`config.mk`:
```
export PLATFORM = sky130hd
export DESIGN_NAME = postfix_stack_evaluator
export DESIGN_NICKNAME = d
export VERILOG_FILES = /design/src/hw/rtl/pse_pkg.sv /design/src/hw/rtl/postfix_stack_evaluator.sv /design/src/hw/rtl/pse_ctrl.sv /design/src/hw/rtl/pse_datapath.sv
export SDC_FILE = /design/constraint.sdc
export NUM_CORES = 2
export LEC_CHECK = 0
export ABC_AREA = 1
export BUFFER_PORTS_ARGS = -buffer_cell sky130_fd_sc_hd__buf_2
export CAP_MARGIN = 20
export CORE_MARGIN = 2
export CORE_UTILIZATION = 60
export CTS_CLUSTER_DIAMETER = 80
export DETAILED_ROUTE_END_ITERATION = 8
export HOLD_SLACK_MARGIN = 0.02
export PLACE_DENSITY_LB_ADDON = 0.3
export SKIP_CTS_REPAIR_TIMING = 1
export SYNTH_ARGS = -nofsm -noshare
export SYNTH_HDL_FRONTEND = slang
export SYNTH_SLANG_ARGS = --single-unit
```
`constraint.sdc`:
```
create_clock -name aclk -period 21.6 [get_ports aclk]
set_clock_uncertainty 0.05 [all_clocks]
set_input_delay 2.16 -clock aclk [delete_from_list [all_inputs] [get_ports aclk]]
set_output_delay 2.16 -clock aclk [all_outputs]
set_load 0.1 [all_outputs]
```
`src/hw/rtl/pse_pkg.sv`:
```
// Shared types and constants for the postfix stack evaluator.
package pse_pkg;

    // ASCII codes recognized in the symbol stream
    localparam logic [7:0] CH_ZERO  = 8'h30;
    localparam logic [7:0] CH_NINE  = 8'h39;
    localparam logic [7:0] CH_SPACE = 8'h20;
    localparam logic [7:0] CH_PLUS  = 8'h2B;
    localparam logic [7:0] CH_MINUS = 8'h2D;
    localparam logic [7:0] CH_STAR  = 8'h2A;
    localparam logic [7:0] CH_SLASH = 8'h2F;
    localparam logic [7:0] CH_CARET = 8'h5E;

    // Result status codes
    localparam logic [2:0] STS_OK    = 3'd0;
    localparam logic [2:0] STS_UNDER = 3'd1;
    localparam logic [2:0] STS_OVER  = 3'd2;
    localparam logic [2:0] STS_BADOP = 3'd3;
    localparam logic [2:0] STS_DIVZ  = 3'd4;

    typedef enum logic [2:0] {
        OP_DIGIT,
        OP_SPACE,
        OP_ADD,
        OP_SUB,
        OP_MUL,
        OP_DIV,
        OP_POW,
        OP_BAD
    } op_t;

    typedef enum logic [1:0] {
        MUL_LR,
        MUL_SQ,
        MUL_BASE
    } mul_sel_t;

    typedef enum logic [4:0] {
        S_IDLE,
        S_DECODE,
        S_PUSH_DIGIT,
        S_POP_R,
        S_POP_L,
        S_LOAD_L,
        S_ALU,
        S_MUL_P,
        S_MUL_F,
        S_DIV_INIT,
        S_DIV_RUN,
        S_DIV_FIX,
        S_POW_INIT,
        S_POW_SQ_P,
        S_POW_SQ_F,
        S_POW_MB_P,
        S_POW_MB_F,
        S_PUSH_RES,
        S_FINISH,
        S_EMIT
    } state_t;

    typedef struct packed {
        logic     capture;
        logic     push;
        logic     push_digit;
        logic     pop;
        logic     load_rhs;
        logic     load_lhs;
        logic     alu;
        logic     mul;
        mul_sel_t mul_sel;
        logic     mul_fix;
        logic     div_init;
        logic     div_step;
        logic     div_fix;
        logic     pow_init;
        logic     pow_next;
        logic     read_top;
        logic     emit;
    } cmd_t;

    typedef struct packed {
        op_t  op;
        logic last;
        logic rhs_zero;
        logic pow_trivial;
        logic div_last;
        logic exp_msb;
        logic bit_last;
        logic out_free;
    } stat_t;

endpackage

```
`src/hw/rtl/postfix_stack_evaluator.sv`:
```
// Postfix expression evaluator: top level joining controller and datapath.
//
// Input channel (s_): one ASCII character per transaction; s_tlast marks the
// last character of an expression. Digits push their value in signed fixed
// point with FRAC_BITS fraction bits, a space is skipped, any other character
// pops two operands and pushes the saturated result of + - * / ^, else zero.
// Output channel (m_): one transaction per expression, sent after the
// character marked last: the top of stack and the first error code seen.
// Division runs a restoring divider that retires one quotient bit per cycle
// and is skipped for a zero divisor; ^ runs square-and-multiply over 32
// exponent bits on one shared 32x32 multiplier and is skipped for a power
// whose exponent is below one. Reset clears the stack pointer, status and
// output valid; the stack memory itself is not cleared. A stalled receiver
// holds the result in the output register; the next expression runs and
// waits only at its own end.
module postfix_stack_evaluator
    import pse_pkg::*;
#(
    parameter int STACK_DEPTH = 16,
    parameter int FRAC_BITS   = 16
) (
    input  logic        aclk,
    input  logic        aresetn,
    input  logic        s_tvalid,
    output logic        s_tready,
    input  logic [7:0]  s_tdata,   // [7:0] symbol
    input  logic        s_tlast,   // end_of_expression
    output logic        m_tvalid,
    input  logic        m_tready,
    output logic [39:0] m_tdata    // [31:0] value, [34:32] status, [39:35] zero
);

    cmd_t        cmd;
    stat_t       stat;
    logic [31:0] out_value;
    logic [2:0]  out_status;

    pse_ctrl u_ctrl (
        .aclk     (aclk),
        .aresetn  (aresetn),
        .in_valid (s_tvalid),
        .in_ready (s_tready),
        .stat     (stat),
        .cmd      (cmd)
    );

    pse_datapath #(
        .STACK_DEPTH (STACK_DEPTH),
        .FRAC_BITS   (FRAC_BITS)
    ) u_datapath (
        .aclk       (aclk),
        .aresetn    (aresetn),
        .cmd        (cmd),
        .stat       (stat),
        .in_symbol  (s_tdata),
        .in_last    (s_tlast),
        .out_ready  (m_tready),
        .out_valid  (m_tvalid),
        .out_value  (out_value),
        .out_status (out_status)
    );

    assign m_tdata = {5'd0, out_status, out_value};

endmodule

```
`src/hw/rtl/pse_ctrl.sv`:
```
// Sequencing state machine for the postfix stack evaluator.
module pse_ctrl
    import pse_pkg::*;
(
    input  logic  aclk,
    input  logic  aresetn,
    input  logic  in_valid,
    output logic  in_ready,
    input  stat_t stat,
    output cmd_t  cmd
);

    state_t state_reg;
    state_t state_next;

    always_ff @(posedge aclk) begin
        if (!aresetn) begin
            state_reg <= S_IDLE;
        end else begin
            state_reg <= state_next;
        end
    end

    always_comb begin
        state_next = state_reg;
        unique case (state_reg)
            S_IDLE: begin
                if (in_valid) state_next = S_DECODE;
            end
            S_DECODE: begin
                case (stat.op)
                    OP_DIGIT: state_next = S_PUSH_DIGIT;
                    OP_SPACE: state_next = S_FINISH;
                    default:  state_next = S_POP_R;
                endcase
            end
            S_PUSH_DIGIT: state_next = S_FINISH;
            S_POP_R:      state_next = S_POP_L;
            S_POP_L:      state_next = S_LOAD_L;
            S_LOAD_L: begin
                case (stat.op)
                    OP_MUL:  state_next = S_MUL_P;
                    OP_DIV:  state_next = S_DIV_INIT;
                    OP_POW:  state_next = S_POW_INIT;
                    default: state_next = S_ALU;
                endcase
            end
            S_ALU:   state_next = S_PUSH_RES;
            S_MUL_P: state_next = S_MUL_F;
            S_MUL_F: state_next = S_PUSH_RES;
            S_DIV_INIT: begin
                state_next = stat.rhs_zero ? S_PUSH_RES : S_DIV_RUN;
            end
            S_DIV_RUN: begin
                if (stat.div_last) state_next = S_DIV_FIX;
            end
            S_DIV_FIX: state_next = S_PUSH_RES;
            S_POW_INIT: begin
                state_next = stat.pow_trivial ? S_PUSH_RES : S_POW_SQ_P;
            end
            S_POW_SQ_P: state_next = S_POW_SQ_F;
            S_POW_SQ_F: begin
                if (stat.exp_msb) begin
                    state_next = S_POW_MB_P;
                end else begin
                    state_next = stat.bit_last ? S_PUSH_RES : S_POW_SQ_P;
                end
            end
            S_POW_MB_P: state_next = S_POW_MB_F;
            S_POW_MB_F: begin
                state_next = stat.bit_last ? S_PUSH_RES : S_POW_SQ_P;
            end
            S_PUSH_RES: state_next = S_FINISH;
            S_FINISH: begin
                state_next = stat.last ? S_EMIT : S_IDLE;
            end
            S_EMIT: begin
                if (stat.out_free) state_next = S_IDLE;
            end
            default: state_next = S_IDLE;
        endcase
    end

    always_comb begin
        cmd      = '0;
        cmd.mul_sel = MUL_LR;
        in_ready = 1'b0;
        unique case (state_reg)
            S_IDLE: begin
                in_ready    = 1'b1;
                cmd.capture = in_valid;
            end
            S_DECODE: ;
            S_PUSH_DIGIT: begin
                cmd.push       = 1'b1;
                cmd.push_digit = 1'b1;
            end
            S_POP_R: cmd.pop = 1'b1;
            S_POP_L: begin
                cmd.load_rhs = 1'b1;
                cmd.pop      = 1'b1;
            end
            S_LOAD_L: cmd.load_lhs = 1'b1;
            S_ALU:    cmd.alu      = 1'b1;
            S_MUL_P: begin
                cmd.mul     = 1'b1;
                cmd.mul_sel = MUL_LR;
            end
            S_MUL_F:    cmd.mul_fix  = 1'b1;
            S_DIV_INIT: cmd.div_init = 1'b1;
            S_DIV_RUN:  cmd.div_step = 1'b1;
            S_DIV_FIX:  cmd.div_fix  = 1'b1;
            S_POW_INIT: cmd.pow_init = 1'b1;
            S_POW_SQ_P: begin
                cmd.mul     = 1'b1;
                cmd.mul_sel = MUL_SQ;
            end
            S_POW_SQ_F: begin
                cmd.mul_fix  = 1'b1;
                // advance to the next exponent bit unless a base multiply follows
                cmd.pow_next = !stat.exp_msb;
            end
            S_POW_MB_P: begin
                cmd.mul     = 1'b1;
                cmd.mul_sel = MUL_BASE;
            end
            S_POW_MB_F: begin
                cmd.mul_fix  = 1'b1;
                cmd.pow_next = 1'b1;
            end
            S_PUSH_RES: cmd.push = 1'b1;
            S_FINISH:   cmd.read_top = stat.last;
            S_EMIT:     cmd.emit = stat.out_free;
            default: ;
        endcase
    end

endmodule

```
`src/hw/rtl/pse_datapath.sv`:
```
// Operand stack, arithmetic units and result register for the postfix evaluator.
module pse_datapath
    import pse_pkg::*;
#(
    parameter int STACK_DEPTH = 16,
    parameter int FRAC_BITS   = 16
) (
    input  logic        aclk,
    input  logic        aresetn,
    input  cmd_t        cmd,
    output stat_t       stat,
    input  logic [7:0]  in_symbol,
    input  logic        in_last,
    input  logic        out_ready,
    output logic        out_valid,
    output logic [31:0] out_value,
    output logic [2:0]  out_status
);

    localparam int AW    = $clog2(STACK_DEPTH);
    localparam int SPW   = $clog2(STACK_DEPTH + 1);
    localparam int NUM_W = 32 + FRAC_BITS;
    localparam int CW    = $clog2(NUM_W + 1);
    localparam logic [31:0] ONE       = 32'(64'd1 << FRAC_BITS);
    localparam logic [63:0] FRAC_MASK = (64'd1 << FRAC_BITS) - 64'd1;
    localparam logic [31:0] MAXV      = 32'h7FFF_FFFF;
    localparam logic [31:0] MINV      = 32'h8000_0000;

    // operand stack
    logic [31:0]    stack_mem [STACK_DEPTH];
    logic [31:0]    rd_data_reg;
    logic           pop_zero_reg;
    logic [SPW-1:0] sp_reg;
    logic [SPW-1:0] sp_next;
    logic [SPW-1:0] sp_dec;
    logic           sp_empty;
    logic           sp_full;
    logic           wr_en;
    logic [31:0]    wr_data;
    logic           rd_en;

    logic [2:0]     status_reg;
    logic [2:0]     status_next;
    logic           note_en;
    logic [2:0]     note_code;

    logic [7:0]     sym_reg;
    logic           last_reg;
    op_t            op;

    logic [31:0]    pop_value;
    logic [31:0]    digit_value;
    logic signed [31:0] rhs_reg;
    logic signed [31:0] lhs_reg;
    logic signed [31:0] acc_reg;

    // add / subtract
    logic signed [32:0] sum_wide;
    logic [31:0]        sum_sat;

    // multiply
    logic signed [31:0] mul_a;
    logic signed [31:0] mul_b;
    logic signed [63:0] prod_full;
    logic signed [63:0] prod_reg;
    logic signed [63:0] fix_sum;
    logic signed [63:0] fix_shr;
    logic [31:0]        fix_sat;

    // divide
    logic [NUM_W-1:0] num_reg;
    logic [31:0]      rem_reg;
    logic [31:0]      den_reg;
    logic             neg_reg;
    logic [CW-1:0]    div_cnt_reg;
    logic [32:0]      rem_shift;
    logic             rem_ge;
    logic [31:0]      mag_a;
    logic [31:0]      mag_b;
    logic [31:0]      divz_value;
    logic [31:0]      div_sat;

    // power
    logic [31:0] exp_reg;
    logic [4:0]  bit_cnt_reg;

    logic        out_valid_reg;
    logic [31:0] out_value_reg;
    logic [2:0]  out_status_reg;

    always_comb begin
        if (sym_reg >= CH_ZERO && sym_reg <= CH_NINE) begin
            op = OP_DIGIT;
        end else begin
            unique case (sym_reg)
                CH_SPACE: op = OP_SPACE;
                CH_PLUS:  op = OP_ADD;
                CH_MINUS: op = OP_SUB;
                CH_STAR:  op = OP_MUL;
                CH_SLASH: op = OP_DIV;
                CH_CARET: op = OP_POW;
                default:  op = OP_BAD;
            endcase
        end
    end

    assign sp_dec      = sp_reg - 1'b1;
    assign sp_empty    = (sp_reg == '0);
    assign sp_full     = (sp_reg == SPW'(STACK_DEPTH));
    assign pop_value   = pop_zero_reg ? 32'd0 : rd_data_reg;
    assign digit_value = 32'(sym_reg - CH_ZERO) << FRAC_BITS;
    assign wr_data     = cmd.push_digit ? digit_value : acc_reg;

    // stack pointer and first-error status
    always_comb begin
        sp_next   = sp_reg;
        wr_en     = 1'b0;
        rd_en     = 1'b0;
        note_en   = 1'b0;
        note_code = STS_OK;
        if (cmd.pop) begin
            if (sp_empty) begin
                note_en   = 1'b1;
                note_code = STS_UNDER;
            end else begin
                rd_en   = 1'b1;
                sp_next = sp_dec;
            end
        end
        if (cmd.read_top && !sp_empty) rd_en = 1'b1;
        if (cmd.push) begin
            if (sp_full) begin
                note_en   = 1'b1;
                note_code = STS_OVER;
            end else begin
                wr_en   = 1'b1;
                sp_next = sp_reg + 1'b1;
            end
        end
        if (cmd.alu && op == OP_BAD) begin
            note_en   = 1'b1;
            note_code = STS_BADOP;
        end
        if (cmd.div_init && rhs_reg == 32'sd0) begin
            note_en   = 1'b1;
            note_code = STS_DIVZ;
        end
        status_next = status_reg;
        if (note_en && status_reg == STS_OK) status_next = note_code;
        if (cmd.emit) begin
            sp_next     = '0;
            status_next = STS_OK;
        end
    end

    always_ff @(posedge aclk) begin
        if (wr_en) stack_mem[sp_reg[AW-1:0]] <= wr_data;
        if (rd_en) rd_data_reg <= stack_mem[sp_dec[AW-1:0]];
    end

    always_ff @(posedge aclk) begin
        if (!aresetn) begin
            sp_reg        <= '0;
            status_reg    <= STS_OK;
            out_valid_reg <= 1'b0;
        end else begin
            sp_reg     <= sp_next;
            status_reg <= status_next;
            if (cmd.emit) begin
                out_valid_reg <= 1'b1;
            end else if (out_ready) begin
                out_valid_reg <= 1'b0;
            end
        end
    end

    // add / subtract with saturation
    always_comb begin
        if (op == OP_SUB) begin
            sum_wide = {lhs_reg[31], lhs_reg} - {rhs_reg[31], rhs_reg};
        end else begin
            sum_wide = {lhs_reg[31], lhs_reg} + {rhs_reg[31], rhs_reg};
        end
        if (sum_wide[32] != sum_wide[31]) begin
            sum_sat = sum_wide[32] ? MINV : MAXV;
        end else begin
            sum_sat = sum_wide[31:0];
        end
    end

    // multiplier operand select
    always_comb begin
        case (cmd.mul_sel)
            MUL_SQ: begin
                mul_a = acc_reg;
                mul_b = acc_reg;
            end
            MUL_BASE: begin
                mul_a = acc_reg;
                mul_b = lhs_reg;
            end
            default: begin
                mul_a = lhs_reg;
                mul_b = rhs_reg;
            end
        endcase
    end

    assign prod_full = mul_a * mul_b;

    // drop fraction bits with truncation toward zero, then saturate
    always_comb begin
        fix_sum = prod_reg + $signed(prod_reg[63] ? FRAC_MASK : 64'd0);
        fix_shr = fix_sum >>> FRAC_BITS;
        if (fix_shr > 64'sd2147483647) begin
            fix_sat = MAXV;
        end else if (fix_shr < -64'sd2147483648) begin
            fix_sat = MINV;
        end else begin
            fix_sat = fix_shr[31:0];
        end
    end

    // restoring divider on magnitudes
    assign mag_a     = lhs_reg[31] ? 32'd0 - lhs_reg : lhs_reg;
    assign mag_b     = rhs_reg[31] ? 32'd0 - rhs_reg : rhs_reg;
    assign rem_shift = {rem_reg, num_reg[NUM_W-1]};
    assign rem_ge    = (rem_shift >= {1'b0, den_reg});

    always_comb begin
        if (lhs_reg > 32'sd0) begin
            divz_value = MAXV;
        end else if (lhs_reg < 32'sd0) begin
            divz_value = MINV;
        end else begin
            divz_value = 32'd0;
        end
        if (!neg_reg) begin
            div_sat = (num_reg > NUM_W'(MAXV)) ? MAXV : num_reg[31:0];
        end else begin
            div_sat = (num_reg > NUM_W'(MINV)) ? MINV : 32'd0 - num_reg[31:0];
        end
    end

    always_ff @(posedge aclk) begin
        if (cmd.capture) begin
            sym_reg  <= in_symbol;
            last_reg <= in_last;
        end
        if (cmd.pop || cmd.read_top) pop_zero_reg <= sp_empty;
        if (cmd.load_rhs) rhs_reg <= pop_value;
        if (cmd.load_lhs) lhs_reg <= pop_value;
        if (cmd.mul) prod_reg <= prod_full;

        if (cmd.alu) acc_reg <= (op == OP_BAD) ? 32'sd0 : sum_sat;
        if (cmd.mul_fix) acc_reg <= fix_sat;
        if (cmd.div_fix) acc_reg <= div_sat;

        if (cmd.div_init) begin
            if (rhs_reg == 32'sd0) acc_reg <= divz_value;
            num_reg     <= NUM_W'(mag_a) << FRAC_BITS;
            rem_reg     <= 32'd0;
            den_reg     <= mag_b;
            neg_reg     <= lhs_reg[31] ^ rhs_reg[31];
            div_cnt_reg <= CW'(NUM_W);
        end
        if (cmd.div_step) begin
            rem_reg     <= rem_ge ? 32'(rem_shift - {1'b0, den_reg}) : rem_shift[31:0];
            num_reg     <= {num_reg[NUM_W-2:0], rem_ge};
            div_cnt_reg <= div_cnt_reg - 1'b1;
        end

        if (cmd.pow_init) begin
            acc_reg     <= ONE;
            exp_reg     <= 32'(rhs_reg >>> FRAC_BITS);
            bit_cnt_reg <= 5'd31;
        end
        if (cmd.pow_next) begin
            exp_reg     <= {exp_reg[30:0], 1'b0};
            bit_cnt_reg <= bit_cnt_reg - 1'b1;
        end

        if (cmd.emit) begin
            out_value_reg  <= pop_value;
            // empty stack at the end mark reports underflow unless an error is held
            out_status_reg <= (status_reg == STS_OK && pop_zero_reg) ? STS_UNDER : status_reg;
        end
    end

    assign stat.op          = op;
    assign stat.last        = last_reg;
    assign stat.rhs_zero    = (rhs_reg == 32'sd0);
    assign stat.pow_trivial = (rhs_reg < $signed(ONE));
    assign stat.div_last    = (div_cnt_reg == CW'(1));
    assign stat.exp_msb     = exp_reg[31];
    assign stat.bit_last    = (bit_cnt_reg == 5'd0);
    assign stat.out_free    = !out_valid_reg || out_ready;

    assign out_valid  = out_valid_reg;
    assign out_value  = out_value_reg;
    assign out_status = out_status_reg;

endmodule

```
==> summary.log <==
qor: setup_path.worst-path-max-fanout 69
qor: finish.drive_above_1_share 0.0532
qor: die.ioPinCount 55
qor: routing.remaining_antenna_violation_count 0
qor: hold_path.type_of_the_most_critical_hold_path flip-flop to flip-flop
qor: synth.cell_area_after_synthesis 81200 µm²
qor: grt.via_count_of_the_first_global_routing_pass 64200
qor: finish.layoutNonFillerInstCount 10500
qor: sta.finalSetupViolations 0
qor: sta.worst_hold_slack 423 ps
qor: sta.fin_setup_tns 0 ps
qor: grt.overflow 0
qor: die.die_h 372 µm
qor: synth.netlist_top_cells_count inv_1, nand2_1, nor2_1
qor: die.dieWidth 372 µm
qor: finish.fillCellCount 10800
qor: finish.area_delta_synth_final 6.99%
qor: grt.global_route.usage.total 0.381
qor: setup_path.worstSetupEndpointType flip-flop
qor: sta.timing_hold_violations_final 0
qor: routing.routedWlPerCell 24.6 µm
qor: synth.synth_top_area_share 0.323
qor: synth.post_synth.cell_area_avg 9.33 µm²
qor: setup_path.cp_data_arrival_time 12150 ps
qor: clock_tree.tritoncts_clock_tree done
qor: placed_design.place_inst 10300
qor: finish.final-seq-area 27100 µm²
qor: setup_path.critPathMaxStageDelay 780 ps
qor: placed_design.numPortBuffers 49
qor: synth.synth_cell_types 68
qor: placed_design.final_replace_weighted_congestion 1.01
qor: synth.synth.most_common_cell inv_1
qor: finish.finalInstanceArea 86900 µm²
qor: synth.netlist_top_cells_area edfxtp_1, fa_1, inv_1
qor: routing.finalWirelength 258000 µm
qor: grt.grt_max_degree 99
qor: placed_design.dp_hpwl 194000 µm
qor: die.core_box_area 134000 µm²
qor: synth.postSynthCellCount 8697
qor: grt.grt_antenna_before_repair 1
qor: routing.drt-vias-per-instance 6.00
qor: sta.max_slew_margin 0.235
qor: clock_tree.htree_levels 3
qor: setup_path.critical_path.startpoint_type flip-flop
qor: finish.multi_input_comb_area 47200 µm²
qor: die.die_area 138000 µm²
qor: setup_path.setup.worst_path.class flip-flop to flip-flop
qor: sta.tightestPinTransition 1150 ps
qor: synth.synth.yosys.warnings 0
qor: sta.timing.final.max_slew_violations 0
qor: setup_path.timing.critical_path.required 21980 ps
qor: finish.number_of_nets_in_the_layout 10000
qor: setup_path.critPathMostFrequentCell fa_1
qor: clock_tree.clockRootBuffer clkbuf_16
qor: flow_run.max_cap_violations 0
qor: clock_tree.cts.reportedPaths.clkPinSlew 70 ps
qor: die.floorplan.initialDensity 0.607
qor: clock_tree.worstSkewPairLatency 700 ps
qor: synth.synth_top_area_cell edfxtp_1
qor: routing.drc_errors 0
qor: synth.yosys_register_bits 919
qor: synth.synth_async_sr_flop_share 0
qor: clock_tree.clock-sinks 919
qor: setup_path.slowest_stage buf_4
qor: routing.drt_first_iter_violations 7213
qor: synth.synth_seq_area_share 0.334
qor: sta.fmaxAchievable 84.9 MHz
qor: placed_design.dpl-instance-area 83800 µm²
qor: die.std_cell_rows 134
qor: sta.unrepaired_setup_endpoints_after_global_routing no
qor: clock_tree.max-clock-path-buffers 3
qor: synth.synth_ff_type edfxtp_1
qor: routing.dr.pass1.iters 6
qor: sta.period_minus_slack 11770 ps
qor: grt.grt_first_pass_wirelength 389000 µm
qor: run_status.outcome completed
qor: routing.detailroute.via_count 62800
qor: finish.flip_flop_count_of_the_largest_register_all_copies_and_words_added 512
qor: synth.number_of_synthesized_flops_with_an_enable_pin 872
qor: clock_tree.number_of_buffers_created_by_cts 86
qor: sta.post-route-period-util 0.545
-- placed cells by master (no fill, tap or decap), types with 13 or more instances in the layout --
cell,instances
a31oi_1,25
mux2i_1,89
clkbuf_16,87
o21ai_0,425
ha_1,278
a221o_1,30
nor2_4,17
o21ai_2,16
o32ai_1,33
o211ai_1,17
xnor2_1,76
dfxtp_1,46
xor2_1,138
nor4_1,19
o221ai_1,60
a21oi_1,322
clkinv_1,37
edfxtp_1,872
nor2_1,1198
o21ai_1,45
fa_1,1084
nand4_1,53
buf_2,49
inv_2,17
buf_4,148
o22ai_1,40
nor3_1,63
o21a_1,20
nand2_1,1447
inv_1,1510
bufinv_16,13
clkinv_2,14
nand3_1,220
-- critical path: cells and delay by family (launching register included) --
family	cells	cell delay, ps
XOR/XNOR	1	160
AND/OR/NAND/NOR	11	3050
AO/OA/AOI/OAI	3	570
buffers and inverters	8	1940
flip-flops	1	400
adder cells (fa/ha/maj)	10	5240
-- layer usage --
metal	share of wire	vias to the layer above	track usage	wire, µm
met2	0.46	3645	0.605	118000
met3	0.10	908	0.0793	26900
met4	0.079	2	0.241	20400
met1	0.36	30800	0.479	92600
met5	0.000070	-	0	18
li1	-	27500	-	-
-- area by class of cell --
cell class	instances	area share
tap	1768	0.0255
clock buffer	96	0.0255
clock inverter	65	0.00886
inverter	1549	0.0670
multi-input combinational	5867	0.543
antenna	1	0.0000288
timing repair buffer	204	0.0174
sequential	919	0.312
-- through the flow --
| step | util | worst slack [ps] |
|---|---|---|
| floorplan | - | 12480 |
| global placement | 0.626 | 10110 |
| detailed placement | 0.626 | 10110 |
| CTS | 0.648 | 10080 |
| global route | 0.649 | 9470 |
| finish | 0.649 | 9830 |
-- final timing paths --
kind / from / to / slack (ps) / depth (start not counted)
max: u_ctrl.state_reg[0] / u_datapath.prod_reg[63] / 9830 / 33
min: u_datapath.status_reg[2] / u_datapath.out_status[2] / 420 / 0
max reg2reg: u_ctrl.state_reg[0] / u_datapath.prod_reg[63] / 9830 / 33
min reg2reg: u_datapath.status_reg[2] / u_datapath.out_status[2] / 420 / 0
-- logic make-up (layout without fill, tap and decap cells) --
group	Yosys count	in the layout	share of synthesized area
compound gates	1101	1101	0.0785
xor+xnor	216	216	0.0233
fa+ha+maj	1364	1364	0.310
buf+inv	1915	1914	0.0895
flops	919	919	0.334
mux	89	89	0.0110
other cells	1	6	0.0000462
simple gates	3092	3092	0.153
Power is not shown: default switching activity piles up to over one toggle a cycle in this logic, so the estimate is an artifact.
